### src/assert_macros.svh
// Shared assertion macros for the rotator RTL.
`ifndef ASSERT_MACROS_SVH
`define ASSERT_MACROS_SVH

// Property must hold at every edge outside reset.
`define HPFR_ASSERT(label, clk, rst_n, prop, msg) \
    label: assert property (@(posedge clk) disable iff (!rst_n) (prop)) \
        else $error(msg);

// When cond holds, prop must hold in the following cycle.
`define HPFR_ASSERT_NEXT(label, clk, rst_n, cond, prop, msg) \
    label: assert property (@(posedge clk) disable iff (!rst_n) (cond) |=> (prop)) \
        else $error(msg);

`endif

### src/hpfr_pkg.sv
`default_nettype none

package hpfr_pkg;

    // Pair list sizing
    localparam int MAX_PAIRS  = 128;
    // Pair index field is 7 bits wide, so the list never exceeds 128 pairs
    localparam int PAIR_LIMIT = (MAX_PAIRS < 128) ? MAX_PAIRS : 128;
    localparam int PAIR_W     = 7;
    localparam int CNT_W      = PAIR_W + 1;

    localparam int TALLY_W = 17;
    localparam logic [TALLY_W-1:0] TALLY_MAX = '1;

    // Configuration register indexes
    typedef enum logic [1:0] {
        CFG_ROTATE_AFTER = 2'd0,
        CFG_FAIL_WINDOW  = 2'd1,
        CFG_FAIL_LIMIT   = 2'd2,
        CFG_PAIR_COUNT   = 2'd3
    } t_cfg_idx;

    typedef struct packed {
        logic signed [31:0]        rotate_after_seconds;
        logic signed [31:0]        fail_window_seconds;
        logic signed [TALLY_W-1:0] fail_count_limit;
        logic [7:0]                pair_count;
    } t_cfg;

    typedef struct packed {
        logic [31:0] now_seconds;
        logic        last_failed;
    } t_in_item;

    typedef struct packed {
        logic [6:0] pair_index;
        logic       second_half;
    } t_out_item;

endpackage

`default_nettype wire

### src/host_pair_failover_rotator_top.sv
// Channel   Direction  Handshake               Payload
// in        input      i_in_valid / o_in_stall  i_in_item (now_seconds, last_failed)
// out       output     o_out_valid / i_out_stall o_out_item (pair_index, second_half)
// cfg       input      i_cfg_valid / o_cfg_ready i_cfg_index, i_cfg_data
//
// A request is first captured in the input register; once the result register has
// room, the selection logic works on it and state and the result register load at
// the same edge.
// A new request is accepted every cycle while the output is not stalled; state is
// updated as each request is processed, so the next request sees it directly.
// Reset is synchronous, active low; registers reset to all limits disabled, one pair.
// A stalled result holds the core; the input register then fills and stalls in turn.
`default_nettype none

module host_pair_failover_rotator_top (
    input  wire logic                i_clk,
    input  wire logic                i_rst_n,
    input  wire logic                i_in_valid,
    output logic                     o_in_stall,
    input  wire hpfr_pkg::t_in_item  i_in_item,
    output logic                     o_out_valid,
    input  wire logic                i_out_stall,
    output hpfr_pkg::t_out_item      o_out_item,
    input  wire logic                i_cfg_valid,
    output logic                     o_cfg_ready,
    input  wire hpfr_pkg::t_cfg_idx  i_cfg_index,
    input  wire logic [31:0]         i_cfg_data
);
    import hpfr_pkg::*;

    t_cfg      cfg;
    t_in_item  core_in;
    t_out_item core_out;
    logic      core_valid;
    logic      out_ready;
    logic      fire;

    // Config port always ready
    assign o_cfg_ready = 1'b1;

    hpfr_cfg u_cfg (
        .i_clk   (i_clk),
        .i_rst_n (i_rst_n),
        .i_wr_en (i_cfg_valid && o_cfg_ready),
        .i_index (i_cfg_index),
        .i_data  (i_cfg_data),
        .o_cfg   (cfg)
    );

    // Input register
    hpfr_in_stage u_in (
        .i_clk   (i_clk),
        .i_rst_n (i_rst_n),
        .i_valid (i_in_valid),
        .o_stall (o_in_stall),
        .i_item  (i_in_item),
        .i_fire  (fire),
        .o_valid (core_valid),
        .o_item  (core_in)
    );

    // Core processes a request when the result register has room
    assign fire = core_valid && out_ready;

    hpfr_core u_core (
        .i_clk   (i_clk),
        .i_rst_n (i_rst_n),
        .i_fire  (fire),
        .i_item  (core_in),
        .i_cfg   (cfg),
        .o_item  (core_out)
    );

    hpfr_out_stage u_out (
        .i_clk   (i_clk),
        .i_rst_n (i_rst_n),
        .i_fire  (fire),
        .i_item  (core_out),
        .o_ready (out_ready),
        .o_valid (o_out_valid),
        .i_stall (i_out_stall),
        .o_item  (o_out_item)
    );

endmodule

`default_nettype wire

### src/hpfr_cfg.sv
`default_nettype none

module hpfr_cfg (
    input  wire logic              i_clk,
    input  wire logic              i_rst_n,
    input  wire logic              i_wr_en,
    input  wire hpfr_pkg::t_cfg_idx i_index,
    input  wire logic [31:0]       i_data,
    output hpfr_pkg::t_cfg         o_cfg
);
    import hpfr_pkg::*;

    t_cfg r_cfg;
    t_cfg n_cfg;

    // Register decode
    always_comb begin
        n_cfg = r_cfg;
        if (i_wr_en) begin
            unique case (i_index)
                CFG_ROTATE_AFTER: n_cfg.rotate_after_seconds = i_data;
                CFG_FAIL_WINDOW:  n_cfg.fail_window_seconds  = i_data;
                CFG_FAIL_LIMIT:   n_cfg.fail_count_limit     = i_data[TALLY_W-1:0];
                CFG_PAIR_COUNT:   n_cfg.pair_count           = i_data[7:0];
                default:          n_cfg = r_cfg;
            endcase
        end
    end

    always_ff @(posedge i_clk) begin
        if (!i_rst_n) begin
            r_cfg.rotate_after_seconds <= '1;
            r_cfg.fail_window_seconds  <= '1;
            r_cfg.fail_count_limit     <= '1;
            r_cfg.pair_count           <= 8'd1;
        end else begin
            r_cfg <= n_cfg;
        end
    end

    assign o_cfg = r_cfg;

endmodule

`default_nettype wire

### src/hpfr_in_stage.sv
`default_nettype none

module hpfr_in_stage (
    input  wire logic               i_clk,
    input  wire logic               i_rst_n,
    input  wire logic               i_valid,
    output logic                    o_stall,
    input  wire hpfr_pkg::t_in_item i_item,
    input  wire logic               i_fire,
    output logic                    o_valid,
    output hpfr_pkg::t_in_item      o_item
);
    import hpfr_pkg::*;

    logic     r_valid;
    logic     n_valid;
    t_in_item r_item;
    logic     accept;

    // Slot frees up in the same cycle the core consumes it
    assign o_stall = r_valid && !i_fire;
    assign accept  = i_valid && !o_stall;

    always_comb begin
        n_valid = r_valid;
        if (accept) begin
            n_valid = 1'b1;
        end else if (i_fire) begin
            n_valid = 1'b0;
        end
    end

    always_ff @(posedge i_clk) begin
        if (!i_rst_n) begin
            r_valid <= 1'b0;
        end else begin
            r_valid <= n_valid;
        end
    end

    always_ff @(posedge i_clk) begin
        if (accept) begin
            r_item <= i_item;
        end
    end

    assign o_valid = r_valid;
    assign o_item  = r_item;

endmodule

`default_nettype wire

### src/hpfr_core.sv
`default_nettype none

`include "assert_macros.svh"

module hpfr_core (
    input  wire logic               i_clk,
    input  wire logic               i_rst_n,
    input  wire logic               i_fire,
    input  wire hpfr_pkg::t_in_item i_item,
    input  wire hpfr_pkg::t_cfg     i_cfg,
    output hpfr_pkg::t_out_item     o_item
);
    import hpfr_pkg::*;

    // Selection state
    logic               r_started;
    logic [PAIR_W-1:0]  r_cur;
    logic               r_half;
    logic [TALLY_W-1:0] r_tally;
    logic [31:0]        r_rot_start;
    logic               r_win_open;
    logic [31:0]        r_win_start;

    logic [PAIR_W-1:0]  n_cur;
    logic               n_half;
    logic [TALLY_W-1:0] n_tally;
    logic [31:0]        n_rot_start;
    logic               n_win_open;
    logic [31:0]        n_win_start;

    logic [CNT_W-1:0]   count;
    logic [PAIR_W-1:0]  cur0;
    logic [CNT_W-1:0]   cur_inc;
    logic               half0;
    logic               expired;
    logic               lim_on;
    logic               win_on;
    logic               rot_on;

    // now > start + span, sum kept one bit wider so it never wraps
    function automatic logic time_passed(logic [31:0] now, logic [31:0] start,
                                         logic [30:0] span);
        return {1'b0, now} > ({1'b0, start} + {2'b0, span});
    endfunction

    // Effective pair count: zero means one, clamp at the list size
    always_comb begin
        if (i_cfg.pair_count == 8'd0) begin
            count = CNT_W'(1);
        end else if (32'(i_cfg.pair_count) > 32'(PAIR_LIMIT)) begin
            count = CNT_W'(PAIR_LIMIT);
        end else begin
            count = CNT_W'(i_cfg.pair_count);
        end
    end

    assign lim_on = !i_cfg.fail_count_limit[TALLY_W-1];
    assign win_on = !i_cfg.fail_window_seconds[31];
    assign rot_on = !i_cfg.rotate_after_seconds[31];

    // Per-request update
    always_comb begin
        n_tally     = r_tally;
        n_win_open  = r_started ? r_win_open : 1'b0;
        n_win_start = r_win_start;
        n_rot_start = r_started ? r_rot_start : i_item.now_seconds;
        cur0        = r_started ? r_cur : '0;
        half0       = r_started ? r_half : 1'b0;
        expired     = 1'b0;

        // pair count may have shrunk under us
        if ({1'b0, cur0} >= count) begin
            cur0 = '0;
        end

        if (i_item.last_failed) begin
            if (lim_on) begin
                if (r_tally != TALLY_MAX) begin
                    n_tally = r_tally + TALLY_W'(1);
                end
                if (n_tally > i_cfg.fail_count_limit) begin
                    expired = 1'b1;
                end
            end
            if (win_on) begin
                if (n_win_open) begin
                    if (time_passed(i_item.now_seconds, r_win_start,
                                    i_cfg.fail_window_seconds[30:0])) begin
                        expired = 1'b1;
                    end
                end else begin
                    n_win_open  = 1'b1;
                    n_win_start = i_item.now_seconds;
                end
            end
        end else if (!half0) begin
            n_win_open = 1'b0;
            n_tally    = '0;
        end

        if (rot_on && !expired && !half0) begin
            if (time_passed(i_item.now_seconds, n_rot_start,
                            i_cfg.rotate_after_seconds[30:0])) begin
                expired = 1'b1;
            end
        end

        cur_inc = {1'b0, cur0} + CNT_W'(1);
        n_cur   = cur0;
        if (expired) begin
            n_tally     = '0;
            n_win_open  = 1'b0;
            half0       = 1'b0;
            n_rot_start = i_item.now_seconds;
            n_cur       = (cur_inc >= count) ? '0 : cur_inc[PAIR_W-1:0];
        end

        n_half = !half0;
    end

    assign o_item.pair_index  = 7'(n_cur);
    assign o_item.second_half = half0;

    always_ff @(posedge i_clk) begin
        if (!i_rst_n) begin
            r_started  <= 1'b0;
            r_cur      <= '0;
            r_half     <= 1'b0;
            r_tally    <= '0;
            r_win_open <= 1'b0;
        end else if (i_fire) begin
            r_started  <= 1'b1;
            r_cur      <= n_cur;
            r_half     <= n_half;
            r_tally    <= n_tally;
            r_win_open <= n_win_open;
        end
    end

    always_ff @(posedge i_clk) begin
        if (i_fire) begin
            r_rot_start <= n_rot_start;
            r_win_start <= n_win_start;
        end
    end

    // Checks
    `HPFR_ASSERT_NEXT(a_started, i_clk, i_rst_n, i_fire, r_started,
        "state not marked started after a transaction")
    `HPFR_ASSERT_NEXT(a_half_toggle, i_clk, i_rst_n, i_fire,
        r_half != $past(o_item.second_half), "element select did not alternate")
    `HPFR_ASSERT_NEXT(a_expiry_clear, i_clk, i_rst_n, i_fire && expired,
        r_tally == '0 && !r_win_open && r_half, "failover left failure tracking set")
    `HPFR_ASSERT_NEXT(a_pair_range, i_clk, i_rst_n, i_fire,
        {1'b0, r_cur} < $past(count), "selected pair beyond pair count")

endmodule

`default_nettype wire

### src/hpfr_out_stage.sv
`default_nettype none

module hpfr_out_stage (
    input  wire logic                i_clk,
    input  wire logic                i_rst_n,
    input  wire logic                i_fire,
    input  wire hpfr_pkg::t_out_item i_item,
    output logic                     o_ready,
    output logic                     o_valid,
    input  wire logic                i_stall,
    output hpfr_pkg::t_out_item      o_item
);
    import hpfr_pkg::*;

    logic      r_valid;
    logic      n_valid;
    t_out_item r_item;

    // Result register can take a new result when empty or draining
    assign o_ready = !r_valid || !i_stall;

    always_comb begin
        n_valid = r_valid;
        if (i_fire) begin
            n_valid = 1'b1;
        end else if (!i_stall) begin
            n_valid = 1'b0;
        end
    end

    always_ff @(posedge i_clk) begin
        if (!i_rst_n) begin
            r_valid <= 1'b0;
        end else begin
            r_valid <= n_valid;
        end
    end

    always_ff @(posedge i_clk) begin
        if (i_fire) begin
            r_item <= i_item;
        end
    end

    assign o_valid = r_valid;
    assign o_item  = r_item;

endmodule

`default_nettype wire
### config.mk
export PLATFORM = sky130hd
export DESIGN_NAME = host_pair_failover_rotator_top
export DESIGN_NICKNAME = d
export VERILOG_FILES = /design/src/hpfr_pkg.sv /design/src/host_pair_failover_rotator_top.sv /design/src/hpfr_cfg.sv /design/src/hpfr_in_stage.sv /design/src/hpfr_core.sv /design/src/hpfr_out_stage.sv
export VERILOG_INCLUDE_DIRS = /design/src /design/src/src
export SDC_FILE = /design/constraint.sdc
export NUM_CORES = 1
export LEC_CHECK = 0
export BUFFER_PORTS_ARGS = -buffer_cell sky130_fd_sc_hd__buf_2
export CORE_ASPECT_RATIO = 1.5
export CORE_UTILIZATION = 45
export DETAILED_ROUTE_END_ITERATION = 12
export SYNTH_ARGS = -nofsm -noshare
export SYNTH_HDL_FRONTEND = slang
export SYNTH_HIERARCHICAL = 1
export SYNTH_SLANG_ARGS = --single-unit
### constraint.sdc
create_clock -name i_clk -period 17.35 [get_ports i_clk]
set_input_delay 0.8675 -clock i_clk [delete_from_list [all_inputs] [get_ports i_clk]]
set_output_delay 0.8675 -clock i_clk [all_outputs]
set_load 0.02 [all_outputs]
Word level (Yosys, flattened, before mapping):

Cells that the tools add are included.
Widths: inputs -> output; s select.

* multiplexer cells: 34
* equal/unequal tests: 7
* reduce and logical (&&, ||, !) cells: 23
* $add $sub $neg: 4
* shift-type cells: 0
* divide/modulo/power cells: 0
* order comparisons: 6
* $mul: 0
* bitwise logic cells: 2

Operators by type and width (count)
* $mux 17: 7
* $add 32x31->33: 2
* $gt 32x33->1: 2
* $mux 32: 2
* $mux 7: 4
* $mux 1: 19
* $add 17x1->17 const B: 1
* $gt 17x17->1: 1
* $ne 17x17->1 const B: 1
* $mux 8: 2
* $add 7x1->8 const B: 1
* $ge 7x8->1: 1
* $ge 8x8->1: 1
* $gt 8x8->1 const B: 1
* $logic_not 1->1: 8
* $logic_not 8->1: 1
* $reduce_and 2->1: 4
* $ne 3x2->1 const B: 2
* $logic_and 1x1->1: 5
* $eq 2x2->1 const B: 2
* $reduce_and 4->1: 1
* $reduce_and 3->1: 1
* $eq 2x1->1 const B: 1
* $logic_not 2->1: 1
* 4 further kinds: 5

* bits in latches: 0
* bits in writable memories: 0
* bits in read-only memories: 0
* bits in registers: 223
* output and inout bits: 11
* memories kept: 0

Depth between registers and ports, before layout:

* word-level depth: 17
* gate-level depth with buffers: 28
* mapped depth without buffers: 23

Modules after synthesis:

Netlist, hierarchy kept.

By module, submodules not included
* hpfr_core: area an instance 9803.2 µm², cells each 1073, times used 1
* hpfr_cfg: area an instance 3639.7 µm², cells each 337, times used 1
* hpfr_in_stage: area an instance 1038.5 µm², cells each 37, times used 1
* hpfr_out_stage: area an instance 275.3 µm², cells each 12, times used 1
* host_pair_failover_rotator_top: area an instance 17.5 µm², cells each 3, times used 1

Worst setup path after synthesis:

No wires, ideal clock.

* path type: register -> register
* start: register u_core.r_started
* end: register u_core.r_rot_start[10], data pin
* setup time: 260 ps
* period minus slack after synthesis: 6239 ps
* path slack: 11111 ps
* stages on the path, launching flop included: 24
* arrival: 5979 ps
* cells stage by stage: dfxtp_1 clkbuf_1 clkbuf_1 buf_1 mux2_2 ha_1 buf_2 o21ai_0 o21a_1 or2_2 a221oi_1 o41ai_1 o311ai_0 a41oi_1 o21ai_0 xor2_1 ha_1 a2111oi_0 nand3_1 a211oi_1 a211oi_1 a211oi_4 buf_4 mux2_2

* cells in the longest elaborated chain, start to end: 9

Ends and longest elaborated chain
* from (decl): line hpfr_core.sv:16 `logic r_started;`
* from (signal assigned): line hpfr_core.sv:126 `r_started <= 1'b0;`
* from (signal assigned): line hpfr_core.sv:132 `r_started <= 1'b1;`
* parallel branches: the longest is 8 deep, another holds $add 32x31->33
* $mux 32 (*): line hpfr_core.sv:110 `if (expired) begin`
* net u_core.n_rot_start[10]: line hpfr_core.sv:27 `logic [31:0] n_rot_start;`
* to (signal assigned): line hpfr_core.sv:142 `r_rot_start <= n_rot_start;`
* to (decl): line hpfr_core.sv:20 `logic [31:0] r_rot_start;`

Mark *: on every way through the listed nets, which the timed path passes.
A chain may end at the register's enable or synchronous reset.

Worst setup path in the final report:

* start: register u_core.r_started
* end: register u_core.r_rot_start[16], data pin

The elaborated chain is that of the path after synthesis.

==> impl_metrics.csv <==
group,metric,value,unit
run_status,status,"complete, no violations",
floorplan,die_area,33600,um^2
critical_path,crit_path_start,"u_core/r_started",
logic_synthesis,synth_top_area_cell,"edfxtp_1",
clock_network,cts_resized,0,
clock_network,cts_max_level,1,
placed_design,dp.cells,1910,
pwr,seqPwrFrac,42.4,%
logic_synthesis,ys_ff_latch,223,
pwr,comb_power_share,20.8,%
grt,grt_pass1_vias,10977,
logic_synthesis,synth_area,14800,um^2
floorplan,pin_count,83,
pwr,power.leakage,0.00686,uW
sta,hold_violations,0,
layout,final_layout_size_suffix_gt1_share,14.3,%
flow_run,cap_violations,0,
logic_synthesis,ys_top_cells_by_area,"edfxtp_1 (21%), dfxtp_1 (16%), ha_1 (14%)",
critical_path,worstSetupStartpointType,"register",
floorplan,die_y,224,um
logic_synthesis,synth_ff_type,"dfxtp_1",
worst_hold_path,min_path_type,"reg2reg",
sta,rsz0062_at_grt,"false",
clock_network,cts_setup_buffers,0,
critical_path,arrival,7.83,ns
pwr,netSwitchingPower,395,uW
logic_synthesis,synth_cell_types,81,
route,vias,11055,
sta,min_period,7.56,ns
layout,antenna_cells,0,
sta,maxSlewHeadroom,29.0,%
logic_synthesis,syn_avg_cell_area,10.1,um^2
clock_network,cts_tree,"built",
layout,syn2layout_area_growth,10.2,%
layout,num-fill-cells,2960,
logic_synthesis,synth_warnings,6,
route,drt_iter0_markers,592,
floorplan,rows,80,
route,wire_per_inst,18.9,um
logic_synthesis,async_flop_share,0,%
logic_synthesis,yosysTopAreaCellShare,21.3,%
pwr,powerDensity,86.2,nW/um^2
placed_design,io_buffers,81,
clock_network,cts.sinks,223,
critical_path,required,17.62,ns
grt,grt_overflow_total,0,
placed_design,place_area,15500,um^2
grt,antenna_found_initial,0,
layout,design_area,16300,um^2
critical_path,ff2ff_path_depth,20,
critical_path,critPathKind,"reg2reg",
grt,grt_max_degree,99,
critical_path,crit_fanout,35,
sta,timing.final.crit_share,43.6,%
placed_design,place_congestion,0.884,
critical_path,cp-end-kind,"register",
floorplan,fp.dieW,150,um
sta,tightest_slew,1.06,ns
pwr,ir_drop,0.0726,mV
placed_design,dp.final_hpwl,27600,um
critical_path,r2r-end,"u_core/r_rot_start[16]",
clock_network,cts_buffers,23,
pwr,clockPowerShare,36.8,%
sta,slew_violations,0,
floorplan,initial_core_util,46.1,%
route,drtAntennaViolNets,0,
route,drt-pass1-iter-count,5,
floorplan,core-area,32000,um^2
critical_path,worstReg2RegStart,"u_core/r_started",
logic_synthesis,synth_edf_count,105,
sta,setup_viol,0,
route,wl,37000,um
logic_synthesis,syn_inst,1462,
critical_path,reg2reg_slack,9.79,ns
layout,fin_nets,1759,
clock_network,cts-hold-fix-buffers,0,
clock_network,cts_root_buf,"clkbuf_16",
logic_synthesis,syn_nets,1696,
route,drc,0,
pwr,switching_share,28.1,%
logic_synthesis,yosysSeqAreaShare,37.3,%
grt,grt_pass1_wl,57800,um
route,vias_per_cell,5.67,
sta,finClkSkew,0.0171,ns
grt,grt_use_total,22.3,%
critical_path,endpoint,"u_core/r_rot_start[16]",
sta,max_freq,0.132,GHz
sta,setup_tns,0,ns
layout,final_cells,1951,
clock_network,clock_path_buffers,3,
clock_network,clkSlewWorstSetupHoldPaths,0.07,ns
clock_network,clock_latency,0.53,ns
pwr,p_int,1010,uW
==> stage by stage <==
step / setup WS [ns] / power, uW / util [%] / hold WS [ns]
floorplan: 11.11 / 818 / - / 0.426
global placement: 9.94 / 891 / 48.4 / 0.444
detailed placement: 9.81 / 897 / 48.4 / 0.452
CTS: 9.76 / 1420 / 50.8 / 0.463
global route: 8.98 / 1480 / 50.8 / 0.485
finish: 9.79 / 1400 / 50.8 / 0.468
==> cell usage in the layout (no fill, tap or decap), drive strengths merged, types with 6 or more instances in the layout <==
cell	netlist	layout
o31ai	7	7
o311ai	6	6
nor2b	126	126
buf	27	93
clkinv	1	7
a211oi	17	17
inv	62	62
a31o	6	6
xnor2	44	44
or2	9	9
mux2i	91	91
a221oi	8	8
o21a	13	13
o2bb2ai	8	8
nand4	24	24
nand3	32	32
and2	9	9
a2111oi	6	6
nor2	45	45
xor2	24	24
dfxtp	118	118
a21o	45	45
ha	160	160
o21bai	10	10
mux2	61	61
nor4	9	9
o21ai	54	54
clkbuf	28	32
o211ai	7	7
nand2b	15	15
edfxtp	105	105
a31oi	8	8
a21oi	78	78
and3	9	9
nand2	93	93
nor3	24	24
==> how the worst min path moves through the flow <==
stage / startpoint / endpoint / slack, ns / cells past startpoint
6_report: u_core/r_win_open / u_core/r_win_open / 0.47 / 2
5_1_grt: i_in_item[26] / u_in/o_item[26] / 0.48 / 1
2_1_floorplan: u_in/o_item[1] / u_core/r_win_start[0] / 0.43 / 0
4_1_cts: u_core/r_win_open / u_core/r_win_open / 0.46 / 2
3_3_place_gp: u_core/r_win_open / u_core/r_win_open / 0.44 / 2
3_5_place_dp: u_core/r_win_open / u_core/r_win_open / 0.45 / 2
==> flip-flops by register name, indices dropped and copies added, names as in the netlist, 7 cells and up <==
name and count:
u_core/r_tally 17, u_core/r_rot_start 32, u_core/r_cur 7, u_core/r_win_start 32
u_cfg/o_cfg 89, u_out/o_item 8, u_in/o_item 33
==> per-layer routing <==
metal	global-route usage (%)	routed length [um]	part of all wire, %	vias to the layer above
met5	0	0	0	-
li1	-	-	-	5536
met4	11.3	1770	4.8	0
met2	40.6	18700	50	231
met3	2.28	1130	3.1	66
met1	25.4	15400	42	5222
==> power by group through the flow <==
stage               logic, uW  clock network, uW  registers (uW)
detailed placement        290                  0             607
finish                    291                516             595
floorplan                 220                  0             598
global route              328                550             597
CTS                       292                531             596
global placement          284                  0             607
==> critical path, cell delays in order, from the launching register on <==
cell and delay (ns):
dfxtp_2 0.45, buf_4 0.47, mux2_2 0.41, ha_1 0.34, a21o_1 0.23, a211o_1 0.29, o221ai_1 0.31, a221oi_1 0.21
o41ai_1 0.45, o311ai_0 0.29, a41oi_1 0.46, o21ai_0 0.16, xor2_1 0.18, ha_1 0.22, a2111oi_0 0.38, nand3_1 0.16
a211oi_1 0.26, a211oi_1 0.27, a211oi_4 0.78, buf_4 0.55, mux2_2 0.39
==> layout make-up <==
class | instances | area [um^2] | area share [%]
clock buffer | 32 | 681 | 4.18
clock inverter | 9 | 100 | 0.615
inverter | 63 | 236 | 1.45
multi-input combinational | 1121 | 8740 | 53.7
sequential | 223 | 5520 | 33.9
tap | 410 | 513 | 3.15
timing repair buffer | 93 | 498 | 3.06
==> cells in the mapped netlist (24+ instances only) <==
master / number
a21o_1: 45
a21oi_1: 78
clkbuf_1: 28
dfxtp_1: 118
edfxtp_1: 105
ha_1: 160
inv_1: 62
mux2_2: 61
mux2i_1: 91
nand2_1: 91
nand3_1: 32
nand4_1: 24
nor2_1: 45
nor2b_1: 125
nor3_1: 24
o21ai_0: 52
xnor2_1: 44
xor2_1: 24
==> cells by family after synthesis <==
logic type                 after synthesis  synth area share [%]
xor gates and xnor gates                68                  4.03
muxes                                  152                  10.8
adders and majority gates              162                  13.8
buffers and inverters                  118                  3.66
other                                    1                0.0254
DFF                                    223                  37.3
and+or+nand+nor                        421                  15.5
AOI/OAI and AO/OA                      317                  14.8
No activity file was read; power rests on OpenSTA's default activity.
